**config.mk**
```make
export PLATFORM = sky130hd
export DESIGN_NAME = tx_descriptor_batch_validator
export DESIGN_NICKNAME = d
export VERILOG_FILES = /design/src/rtl/txdv_pkg.sv /design/src/rtl/tx_descriptor_batch_validator.sv /design/src/rtl/txdv_desc_check.sv
export SDC_FILE = /design/constraint.sdc
export NUM_CORES = 1
export LEC_CHECK = 0
export ABC_AREA = 0
export BUFFER_PORTS_ARGS = -buffer_cell sky130_fd_sc_hd__buf_2
export CORE_MARGIN = 2
export CORE_UTILIZATION = 59
export CTS_CLUSTER_DIAMETER = 50
export CTS_CLUSTER_SIZE = 25
export DETAILED_ROUTE_END_ITERATION = 8
export HOLD_SLACK_MARGIN = 0.05
export MAX_ROUTING_LAYER = met4
export PLACE_DENSITY_LB_ADDON = 0.08
export REMOVE_ABC_BUFFERS = 1
export SLEW_MARGIN = 20
export SYNTH_ARGS = -nofsm -noshare
export SYNTH_HDL_FRONTEND = slang
export SYNTH_SLANG_ARGS = --single-unit
export TNS_END_PERCENT = 20
```
**constraint.sdc**
```tcl
create_clock -name clk -period 9.1 [get_ports clk]
set_clock_uncertainty 0.1 [all_clocks]
set_input_delay 0.91 -clock clk [delete_from_list [all_inputs] [get_ports clk]]
set_output_delay 0.91 -clock clk [all_outputs]
set_load 0.01 [all_outputs]
```
**src/rtl/txdv_pkg.sv**
```systemverilog
// shared types and constants of the transmit descriptor batch validator
`default_nettype none

package txdv_pkg;

    typedef enum logic [1:0] {
        CMD_START = 2'd0,
        CMD_DESC  = 2'd1,
        CMD_END   = 2'd2
    } cmd_t;

    typedef enum logic [2:0] {
        ST_STARTED   = 3'd0,
        ST_PKT_DONE  = 3'd1,
        ST_FRAG_HELD = 3'd2,
        ST_INVALID   = 3'd3,
        ST_FRAG_STOP = 3'd4,
        ST_IGNORED   = 3'd5,
        ST_SUMMARY   = 3'd6
    } status_t;

    typedef enum logic [3:0] {
        REG_CHUNK_SIZE  = 4'd0,
        REG_META_LEN    = 4'd1,
        REG_AREA_SIZE   = 4'd2,
        REG_MAX_FRAGS   = 4'd3
    } reg_idx_t;

    typedef struct packed {
        logic [16:0] chunk_bytes;
        logic [8:0]  metadata_length;
        logic [47:0] buffer_area_size;
        logic [4:0]  max_fragments;
    } cfg_t;

    localparam logic [16:0] CHUNK_RESET = 17'd4096;
    localparam logic [4:0]  MAX_FRAGS_RESET = 5'd17;
    localparam int unsigned HW_LIMIT = 256;

endpackage

`default_nettype wire

```
**src/rtl/tx_descriptor_batch_validator.sv**
```systemverilog
// top level: transmit descriptor batch validator with stream ports
// an accepted input item is held in the input register; its result is then loaded into
//   the output register, which holds it until the receiver takes it
// throughput: one item per cycle while the result stream does not stall; an input register
//   and an output register, with all checks and counter updates in the single logic level between them
// each input item gives exactly one result item
// reset: asynchronous, active low; no batch open, counters zero, registers at defaults
`default_nettype none

module tx_descriptor_batch_validator #(
    parameter int unsigned BATCH_CEILING = 256
) (
    input  logic         clk,
    input  logic         rst_n,
    // input stream
    input  logic         s_tvalid,
    output logic         s_tready,
    input  logic [143:0] s_tdata,   // batch_limit[8:0], desc_addr[72:9], desc_len[104:73],
                                    // desc_options[136:105], zero pad
    input  logic [1:0]   s_tuser,   // command
    // result stream
    output logic         m_tvalid,
    input  logic         m_tready,
    output logic [63:0]  m_tdata,   // slot_index[7:0], packet_descs[16:8],
                                    // release_count[25:17], invalid_total[57:26], zero pad
    output logic [2:0]   m_tuser,   // status
    // register writes
    input  logic         cfg_valid,
    output logic         cfg_ready,
    input  logic [3:0]   cfg_index,
    input  logic [47:0]  cfg_data
);
    import txdv_pkg::*;

    // batch limit saturates at the build limit and at the slot count
    localparam int unsigned LIMIT_CAP =
        (BATCH_CEILING < HW_LIMIT) ? BATCH_CEILING : HW_LIMIT;
    localparam logic [8:0]  LIMIT_CAP_V = 9'(LIMIT_CAP);

    // configuration registers
    cfg_t cfg_reg;

    // input register
    logic        in_valid_reg;
    logic [1:0]  in_cmd_reg;
    logic [8:0]  in_limit_reg;
    logic [63:0] in_addr_reg;
    logic [31:0] in_len_reg;
    logic [31:0] in_opts_reg;

    // batch state
    logic [4:0]  frag_cnt_reg,  frag_cnt_next;
    logic [8:0]  entry_cnt_reg, entry_cnt_next;
    logic [8:0]  complete_reg,  complete_next;
    logic [8:0]  consumed_reg,  consumed_next;
    logic        stopped_reg,   stopped_next;
    logic [8:0]  limit_reg,     limit_next;
    logic [31:0] invalid_reg,   invalid_next;

    // output register
    logic        out_valid_reg;
    status_t     out_status_reg, out_status_next;
    logic [7:0]  out_slot_reg,   out_slot_next;
    logic [8:0]  out_pdesc_reg,  out_pdesc_next;
    logic [8:0]  out_release_reg, out_release_next;
    logic [31:0] out_invalid_reg;

    logic        advance;
    logic        fire;
    logic        desc_ok;
    logic [4:0]  frag_inc;
    logic [8:0]  lim_sat;

    // the output register frees when empty or taken; the input register frees on advance
    assign advance  = !out_valid_reg || m_tready;
    assign fire     = in_valid_reg && advance;
    assign s_tready = !in_valid_reg || advance;
    assign cfg_ready = 1'b1;

    assign m_tvalid = out_valid_reg;
    assign m_tuser  = out_status_reg;
    assign m_tdata  = {6'd0, out_invalid_reg, out_release_reg, out_pdesc_reg, out_slot_reg};

    txdv_desc_check u_check (
        .cfg          (cfg_reg),
        .desc_addr    (in_addr_reg),
        .desc_len     (in_len_reg),
        .desc_options (in_opts_reg),
        .desc_ok      (desc_ok)
    );

    // register writes, always accepted and applied at once
    always_ff @(posedge clk or negedge rst_n)
    begin
        if (!rst_n)
        begin
            cfg_reg.chunk_bytes      <= CHUNK_RESET;
            cfg_reg.metadata_length  <= 9'd0;
            cfg_reg.buffer_area_size <= 48'd0;
            cfg_reg.max_fragments    <= MAX_FRAGS_RESET;
        end
        else if (cfg_valid)
        begin
            unique case (cfg_index)
                REG_CHUNK_SIZE: cfg_reg.chunk_bytes      <= cfg_data[16:0];
                REG_META_LEN:   cfg_reg.metadata_length  <= cfg_data[8:0];
                REG_AREA_SIZE:  cfg_reg.buffer_area_size <= cfg_data;
                REG_MAX_FRAGS:  cfg_reg.max_fragments    <= cfg_data[4:0];
                default:        ; // writes beyond the register list are dropped
            endcase
        end
    end

    // input register: payload loads on accept, no reset needed for it
    always_ff @(posedge clk or negedge rst_n)
    begin
        if (!rst_n)
        begin
            in_valid_reg <= 1'b0;
        end
        else if (s_tready)
        begin
            in_valid_reg <= s_tvalid;
        end
    end

    always_ff @(posedge clk)
    begin
        if (s_tvalid && s_tready)
        begin
            in_cmd_reg   <= s_tuser;
            in_limit_reg <= s_tdata[8:0];
            in_addr_reg  <= s_tdata[72:9];
            in_len_reg   <= s_tdata[104:73];
            in_opts_reg  <= s_tdata[136:105];
        end
    end

    // per-item decision: batch state update and the result fields
    always_comb
    begin
        frag_cnt_next    = frag_cnt_reg;
        entry_cnt_next   = entry_cnt_reg;
        complete_next    = complete_reg;
        consumed_next    = consumed_reg;
        stopped_next     = stopped_reg;
        limit_next       = limit_reg;
        invalid_next     = invalid_reg;
        out_status_next  = ST_IGNORED;
        out_slot_next    = 8'd0;
        out_release_next = 9'd0;
        frag_inc         = frag_cnt_reg + 5'd1;
        lim_sat          = (in_limit_reg > LIMIT_CAP_V) ? LIMIT_CAP_V : in_limit_reg;

        unique case (in_cmd_reg)
            CMD_START:
            begin
                // an open batch is dropped without a summary
                frag_cnt_next   = 5'd0;
                entry_cnt_next  = 9'd0;
                complete_next   = 9'd0;
                consumed_next   = 9'd0;
                limit_next      = lim_sat;
                stopped_next    = 1'b0;
                out_status_next = ST_STARTED;
            end
            CMD_DESC:
            begin
                // descriptors outside an open, running batch or past its limit are ignored
                if (!stopped_reg && (entry_cnt_reg < limit_reg))
                begin
                    out_slot_next = entry_cnt_reg[7:0];
                    consumed_next = consumed_reg + 9'd1;
                    if (!desc_ok)
                    begin
                        invalid_next    = invalid_reg + 32'd1;
                        stopped_next    = 1'b1;
                        out_status_next = ST_INVALID;
                    end
                    else if (!in_opts_reg[0])
                    begin
                        // last fragment closes the packet
                        complete_next   = complete_reg + {4'd0, frag_cnt_reg} + 9'd1;
                        frag_cnt_next   = 5'd0;
                        entry_cnt_next  = entry_cnt_reg + 9'd1;
                        out_status_next = ST_PKT_DONE;
                    end
                    else if (frag_inc >= cfg_reg.max_fragments)
                    begin
                        // packet too long: its fragments are consumed but not counted
                        frag_cnt_next   = 5'd0;
                        stopped_next    = 1'b1;
                        out_status_next = ST_FRAG_STOP;
                    end
                    else
                    begin
                        frag_cnt_next   = frag_inc;
                        entry_cnt_next  = entry_cnt_reg + 9'd1;
                        out_status_next = ST_FRAG_HELD;
                    end
                end
            end
            CMD_END:
            begin
                // trailing partial fragments are rewound from the consumer advance
                out_status_next  = ST_SUMMARY;
                out_release_next = consumed_reg - {4'd0, frag_cnt_reg};
                frag_cnt_next    = 5'd0;
                entry_cnt_next   = 9'd0;
                complete_next    = 9'd0;
                consumed_next    = 9'd0;
                stopped_next     = 1'b1;
                limit_next       = 9'd0;
            end
            default: ; // unknown command: ignored, no state change
        endcase

        // the summary reports the totals from before the batch is cleared
        out_pdesc_next = (in_cmd_reg == CMD_END) ? complete_reg : complete_next;
    end

    // batch state and output valid
    always_ff @(posedge clk or negedge rst_n)
    begin
        if (!rst_n)
        begin
            frag_cnt_reg  <= 5'd0;
            entry_cnt_reg <= 9'd0;
            complete_reg  <= 9'd0;
            consumed_reg  <= 9'd0;
            stopped_reg   <= 1'b1;
            limit_reg     <= 9'd0;
            invalid_reg   <= 32'd0;
            out_valid_reg <= 1'b0;
        end
        else
        begin
            if (fire)
            begin
                frag_cnt_reg  <= frag_cnt_next;
                entry_cnt_reg <= entry_cnt_next;
                complete_reg  <= complete_next;
                consumed_reg  <= consumed_next;
                stopped_reg   <= stopped_next;
                limit_reg     <= limit_next;
                invalid_reg   <= invalid_next;
            end
            if (advance)
            begin
                out_valid_reg <= in_valid_reg;
            end
        end
    end

    // result payload
    always_ff @(posedge clk)
    begin
        if (fire)
        begin
            out_status_reg  <= out_status_next;
            out_slot_reg    <= out_slot_next;
            out_pdesc_reg   <= out_pdesc_next;
            out_release_reg <= out_release_next;
            out_invalid_reg <= invalid_next;
        end
    end

endmodule

`default_nettype wire

```
**src/rtl/txdv_desc_check.sv**
```systemverilog
// aligned-chunk validity check of one descriptor
`default_nettype none

module txdv_desc_check (
    input  txdv_pkg::cfg_t cfg,
    input  logic [63:0]    desc_addr,
    input  logic [31:0]    desc_len,
    input  logic [31:0]    desc_options,
    output logic           desc_ok
);
    import txdv_pkg::*;

    logic [63:0] meta_ext;
    logic [63:0] base;
    logic [16:0] offset;
    logic [33:0] span;
    logic        below_meta;
    logic        over_chunk;
    logic        beyond_area;
    logic        bad_options;

    always_comb
    begin
        meta_ext    = {55'd0, cfg.metadata_length};
        below_meta  = desc_addr < meta_ext;
        base        = desc_addr - meta_ext;
        offset      = base[16:0] & (cfg.chunk_bytes - 17'd1);
        // end of frame inside the chunk, metadata included
        span        = {17'd0, offset} + {2'd0, desc_len} + {25'd0, cfg.metadata_length};
        over_chunk  = span > {17'd0, cfg.chunk_bytes};
        beyond_area = base >= {16'd0, cfg.buffer_area_size};
        bad_options = desc_options[31:2] != 30'd0;
        desc_ok     = (desc_len != 32'd0) && !below_meta && !over_chunk
                      && !beyond_area && !bad_options;
    end

endmodule

`default_nettype wire

```
==> results of run 1 <==
[routing by layer]
layer | GRT usage | vias up | wire length [um]
met3 | 0.0425 | 94 | 2380
met4 | 0.103 | 0 | 1490
li1 | - | 7707 | -
met5 | - | - | 0
met2 | 0.449 | 404 | 23500
met1 | 0.341 | 7519 | 20600
[cell families after synthesis]
| kind of cell | synth area share |
|---|---|
| xor+xnor | 0.0742 |
| other cells | 0.000366 |
| simple gates | 0.185 |
| mux | 0.0364 |
| flops | 0.480 |
| buf+inv | 0.0376 |
| compound gates | 0.102 |
| fa+ha+maj | 0.0853 |
[cells in the mapped netlist, drive strengths merged (23+ instances only)]
master / number / area [um2]
nand3: 55 / 275
dfrtp: 151 / 3780
a21oi: 63 / 315
xnor2: 70 / 613
nor2: 120 / 450
a21o: 28 / 210
nand2b: 23 / 144
o21ai: 89 / 445
edfxtp: 199 / 5980
inv: 126 / 473
nand2: 171 / 642
nand4: 45 / 282
and2: 38 / 238
xor2: 104 / 911
nor4: 79 / 500
clkbuf: 43 / 161
and3: 24 / 150
nor3: 57 / 297
ha: 132 / 1650
mux2: 58 / 657
[layout make-up]
cell class	count	area [um2]
clock buffer	42	955
inverter	126	473
antenna	6	15.0
fill	2669	10700
multi-input combinational	1423	9980
timing repair buffer	285	1520
clock inverter	23	274
tap	455	569
sequential	354	9860
[stage by stage]
stage	TNS, ns	power (mW)	std cells
2_1_floorplan	-141.39	3.28	1903
3_3_place_gp	0	3.72	2643
3_5_place_dp	0	3.79	2643
4_1_cts	0	5.35	2708
5_1_grt	-0.613	5.70	2713
6_report	0	5.36	2714
[worst min-delay path by stage]
| stage | startpoint | endpoint | slack (ns) | cells after the start |
|---|---|---|---|---|
| 6_report | rst_n | invalid_reg[16] | 0.21 | 1 |
| 5_1_grt | rst_n | invalid_reg[16] | 0.23 | 1 |
| 4_1_cts | rst_n | invalid_reg[29] | 0.22 | 1 |
| 3_5_place_dp | stopped_reg | stopped_reg | 0.36 | 2 |
| 3_3_place_gp | stopped_reg | stopped_reg | 0.36 | 2 |
| 2_1_floorplan | stopped_reg | stopped_reg | 0.34 | 2 |
[worst max-delay path: cells and delay by family (launching register included)]
family | cells | cell delay, ns
and+or+nand+nor | 14 | 2.70
AOI/OAI and AO/OA | 12 | 2.51
adders and majority gates | 5 | 1.66
xor gates and xnor gates | 4 | 0.57
DFF | 1 | 0.41
buffers and inverters | 2 | 0.46
[power by group through the flow]
stage | sequential, mW | combinational (mW) | clock [mW]
floorplan | 2.04 | 1.23 | 0
global placement | 2.05 | 1.67 | 0
detailed placement | 2.06 | 1.73 | 0
CTS | 2.03 | 1.75 | 1.57
global route | 2.06 | 2.01 | 1.63
finish | 2.03 | 1.79 | 1.54
==> results.sh, run 1 <==
export IMPL_static_leakage_nw=10.3
export IMPL_grt_start_max_net_pins=73
export IMPL_clock_latency_ns=0.53
export IMPL_number_of_global_route_vias_before_repair=15274
export IMPL_crit_fanout=14
export IMPL_pre_cts_ws_ns=0.0136
export IMPL_worst_slew_pin_slew_ns=1.03
export IMPL_critPathMaxStageDelay_ns=0.52
export IMPL_tritoncts="done"
export IMPL_worst_slew_margin_rel=0.306
export IMPL_ctsHtreeMaxLevel=2
export IMPL_intPower_mw=3.52
export IMPL_worst_setup_path_type="flop to flop"
export IMPL_synthesis_area_um2=20500
export IMPL_ir_drop_uv=211
export IMPL_standard_cell_area_after_detailed_placement_um2=22400
export IMPL_worst_endpoint_required_ns=9.25
export IMPL_cap_violations=0
export IMPL_net_switching_power_mw=1.84
export IMPL_fin_crit_sh=0.951
export IMPL_synth_async_reset_ratio=0.438
export IMPL_synth_seq_area_share=0.480
export IMPL_ys_warn_count=0
export IMPL_period_needed_ns=8.65
export IMPL_reg2reg_from="cfg_reg[53]"
export IMPL_average_wire_per_cell_in_the_routed_design_um=17.7
export IMPL_pwr_density_nw_per_um2=227
export IMPL_root_buffer="clkbuf_16"
export IMPL_crit_path_launch_type="flop"
export IMPL_timing_hold_ws_ns=0.207
export IMPL_worstPathArrival_ns=8.81
export IMPL_status="complete, no violations"
export IMPL_edff_count_synth=199
export IMPL_floorplan_die_width_um=191
export IMPL_die_area_um2=36300
export IMPL_share_of_cells_above_drive_strength_1=0.199
export IMPL_stdcell_area_um2=23600
export IMPL_die_height_um=191
export IMPL_layout_common_cells="buf_2, edfxtp_1, nand2_1"
export IMPL_globalRoute_totalOverflow=0
export IMPL_wirelength_mm=47.9
export IMPL_ff2ff_setup_slack_ns=0.45
export IMPL_hold_violations=0
export IMPL_part_of_the_total_power_dissipated_in_sequential_elements=0.379
export IMPL_slowest_stage="or4_4"
export IMPL_io_pins=273
export IMPL_cts_hold_fix_buffers=0
export IMPL_post_route_worst_setup_slack_ns=0.446
export IMPL_worst_setup_path_endpoint="out_invalid_reg[9]"
export IMPL_postSynthAreaPerCell_um2=10.5
export IMPL_syn_inst=1962
export IMPL_antenna_violations_before_repair=5
export IMPL_wire_length_of_the_first_global_routing_pass_mm=76.5
export IMPL_p_comb_frac=0.334
export IMPL_largest_register_ff_count=79
export IMPL_grt_usage=0.272
export IMPL_clock_tree_buffer_depth=3
export IMPL_sw_frac_of_total=0.343
export IMPL_cts_buffers_inserted=37
export IMPL_initial_utilization=0.598
export IMPL_critPathLaunch="cfg_reg[53]"
export IMPL_cts_setup_buffers=0
export IMPL_dp_hpwl_mm=35.9
export IMPL_postSynth_topFlopCell="edfxtp_1"
export IMPL_standard_cell_row_count=68
export IMPL_layout_cells_most_common="buf_2"
export IMPL_worst_path_most_repeated_cell="ha_1"
export IMPL_maxSlewViolCount=0
export IMPL_cts_repair_resize_count=1
export IMPL_tritoncts_sink_count=354
export IMPL_placeableCoreArea_um2=34400
export IMPL_synth_seq_cells=354
export IMPL_final_setup_viol_count=0
export IMPL_maxClockFrequency_mhz=116
export IMPL_synth_cell_type_count=79
export IMPL_detail_route_drc_violations=0
export IMPL_critical_path_reg2reg_endpoint="out_invalid_reg[9]"
export IMPL_clkSlewWorstSetupHoldPaths_ns=0.07
export IMPL_post_synthesis_to_final_layout_area_growth_pct=15.1
export IMPL_drtIter0Drc=968
export IMPL_final_core_utilization=0.688
export IMPL_detail_route_antenna_nets=0
export IMPL_clock_power_share=0.287
export IMPL_reg2regPathDepth=37
export IMPL_cp_end_kind="flop"
export IMPL_gp_routability_congestion=0.905
export IMPL_nNetsFinal=2567
export IMPL_hp_class="input pin to async pin"
export IMPL_drt_vias_per_instance=5.79
export IMPL_vias=15724
export IMPL_dr_pass1_iters=6
export IMPL_placement_io_buffers=257
No activity file was read; power rests on OpenSTA's default activity.
==> inputs of run 2 (changes only) <==
Settings changed: SYNTH_HIERARCHICAL set to 1.
==> results.sh, run 2 <==
export IMPL_dr_pass1_iters=6
export IMPL_cp_end_kind="flop"
export IMPL_ff2ff_setup_slack_ns=0.57
export IMPL_min_to="invalid_reg[31]"
export IMPL_maxSlewViolCount=0
export IMPL_standard_cell_row_count=67
export IMPL_fin_setup_tns_ns=0
export IMPL_drtIter0Drc=1218
export IMPL_ctsHtreeMaxLevel=2
export IMPL_wirelength_mm=47.1
export IMPL_share_of_cells_above_drive_strength_1=0.218
export IMPL_clkSlewWorstSetupHoldPaths_ns=0.07
export IMPL_crit_fanout=9
export IMPL_postSynthAreaPerCell_um2=11.1
export IMPL_worst_slew_pin_slew_ns=1.04
export IMPL_clock_tree_buffer_depth=3
export IMPL_fillerInstances=2590
export IMPL_critical_path_reg2reg_endpoint="out_pdesc_reg[4]"
export IMPL_nNetsFinal=2412
export IMPL_average_wire_per_cell_in_the_routed_design_um=18.5
export IMPL_drt_vias_per_instance=5.93
export IMPL_synthesis_area_um2=20000
export IMPL_vias=15091
export IMPL_multi_input_area_um2=9490
export IMPL_antenna_violations_before_repair=5
export IMPL_final_core_utilization=0.690
export IMPL_status="complete, no violations"
export IMPL_die_height_um=188
export IMPL_tritoncts_sink_count=354
export IMPL_final_setup_viol_count=0
export IMPL_seqCellArea_um2=9860
export IMPL_cts_buffers_inserted=36
export IMPL_detail_route_antenna_nets=0
export IMPL_largest_register_ff_count=79
export IMPL_hold_violations=0
export IMPL_design_power_total_mw=5.07
export IMPL_globalRoute_totalOverflow=0
export IMPL_worstHoldStart="invalid_reg[31]"
export IMPL_maxClockFrequency_mhz=117
export IMPL_period_needed_ns=8.53
export IMPL_cts_hold_fix_buffers=0
export IMPL_io_pins=273
export IMPL_reg2reg_from="cfg_reg[53]"
export IMPL_slowest_stage="a2111oi_1"
export IMPL_clock_latency_ns=0.53
export IMPL_worstPathArrival_ns=8.71
export IMPL_fin_crit_sh=0.937
export IMPL_detail_route_drc_violations=0
export IMPL_tritoncts="done"
export IMPL_number_of_global_route_vias_before_repair=14728
export IMPL_worst_setup_path_type="flop to flop"
export IMPL_floorplan_die_width_um=188
export IMPL_root_buffer="clkbuf_16"
export IMPL_layout_common_cells="buf_2, edfxtp_1, dfrtp_1"
export IMPL_critPathMaxStageDelay_ns=0.52
export IMPL_die_area_um2=35400
export IMPL_ys_warn_count=6
export IMPL_placement_io_buffers=257
export IMPL_crit_path_launch_type="flop"
export IMPL_worst_slew_margin_rel=0.307
export IMPL_dp_hpwl_mm=35.4
export IMPL_layout_cells_most_common="buf_2"
export IMPL_grt_usage=0.273
export IMPL_placeableCoreArea_um2=33400
export IMPL_wire_length_of_the_first_global_routing_pass_mm=75.1
export IMPL_cap_violations=0
export IMPL_worst_endpoint_required_ns=9.28
export IMPL_reg2regPathDepth=32
export IMPL_static_leakage_nw=9.81
export IMPL_hp_class="flop to flop"
export IMPL_grt_setup_unrepaired="false"
export IMPL_initial_utilization=0.598
export IMPL_post_synthesis_to_final_layout_area_growth_pct=15.3
export IMPL_worst_path_most_repeated_cell="ha_1"
export IMPL_syn_inst=1799
export IMPL_grt_start_max_net_pins=100
export IMPL_worst_hold_path_num_cells=1
export IMPL_pwr_density_nw_per_um2=220
export IMPL_ir_drop_uv=170
export IMPL_gp_routability_congestion=0.969
-- run 2: repair_timing --
| item | CTS | global route |
|---|---|---|
| buffers inserted | 0 | 0 |
| resized for setup | 0 | 5 |
| setup endpoints to repair | 0 | 67 |
-- run 2: per-stage QoR --
stage	instances	cell area [um2]	hold WS (ns)	setup slack (ns)
floorplan	1755	19800	0.350	1.71
global placement	2475	21800	0.367	0.673
detailed placement	2475	21800	0.376	0.357
CTS	2541	23100	0.389	0.295
global route	2546	23100	0.417	0.0139
finish	2546	23100	0.390	0.574
-- run 2: area by class of cell --
cell class | count | area share
Antenna cell | 5 | 0.000542
Clock inverter | 23 | 0.0144
Tap cell | 448 | 0.0243
Clock buffer | 43 | 0.0415
Sequential cell | 354 | 0.427
Multi-Input combinational cell | 1283 | 0.411
Inverter | 118 | 0.0192
Timing Repair Buffer | 272 | 0.0615
-- run 2: worst max-delay path: cells and delay by family, from the launching register on --
kind                     cells  cell delay [ns]
AO/OA/AOI/OAI                9             2.84
AND/OR/NAND/NOR             15             2.73
adder cells (fa/ha/maj)      5             1.73
flip-flops                   1             0.42
XOR/XNOR                     2             0.23
buffers and inverters        1             0.21
-- run 2: power breakdown --
group	internal, mW	leakage [nW]	switching [mW]	total [mW]
clock network	0.925	0.616	0.668	1.59
logic	0.624	5.26	0.827	1.45
registers	1.89	3.94	0.137	2.03
total	3.44	9.81	1.63	5.07
-- run 2: worst max-delay path by stage --
stage / from / end
6_report: cfg_reg[53] / out_pdesc_reg[4]
5_1_grt: cfg_reg[53] / out_pdesc_reg[2]
4_1_cts: in_addr_reg[0] / invalid_reg[1]
3_5_place_dp: in_addr_reg[0] / invalid_reg[1]
3_3_place_gp: in_addr_reg[0] / invalid_reg[1]
2_1_floorplan: cfg_reg[53] / invalid_reg[1]
-- run 2: routing by layer --
layer / track usage / up-vias / share of wire
met5: - / - / 0
met4: 0.0902 / 0 / 0.035
met3: 0.0333 / 119 / 0.057
met2: 0.464 / 538 / 0.50
met1: 0.342 / 7230 / 0.41
li1: - / 7204 / -
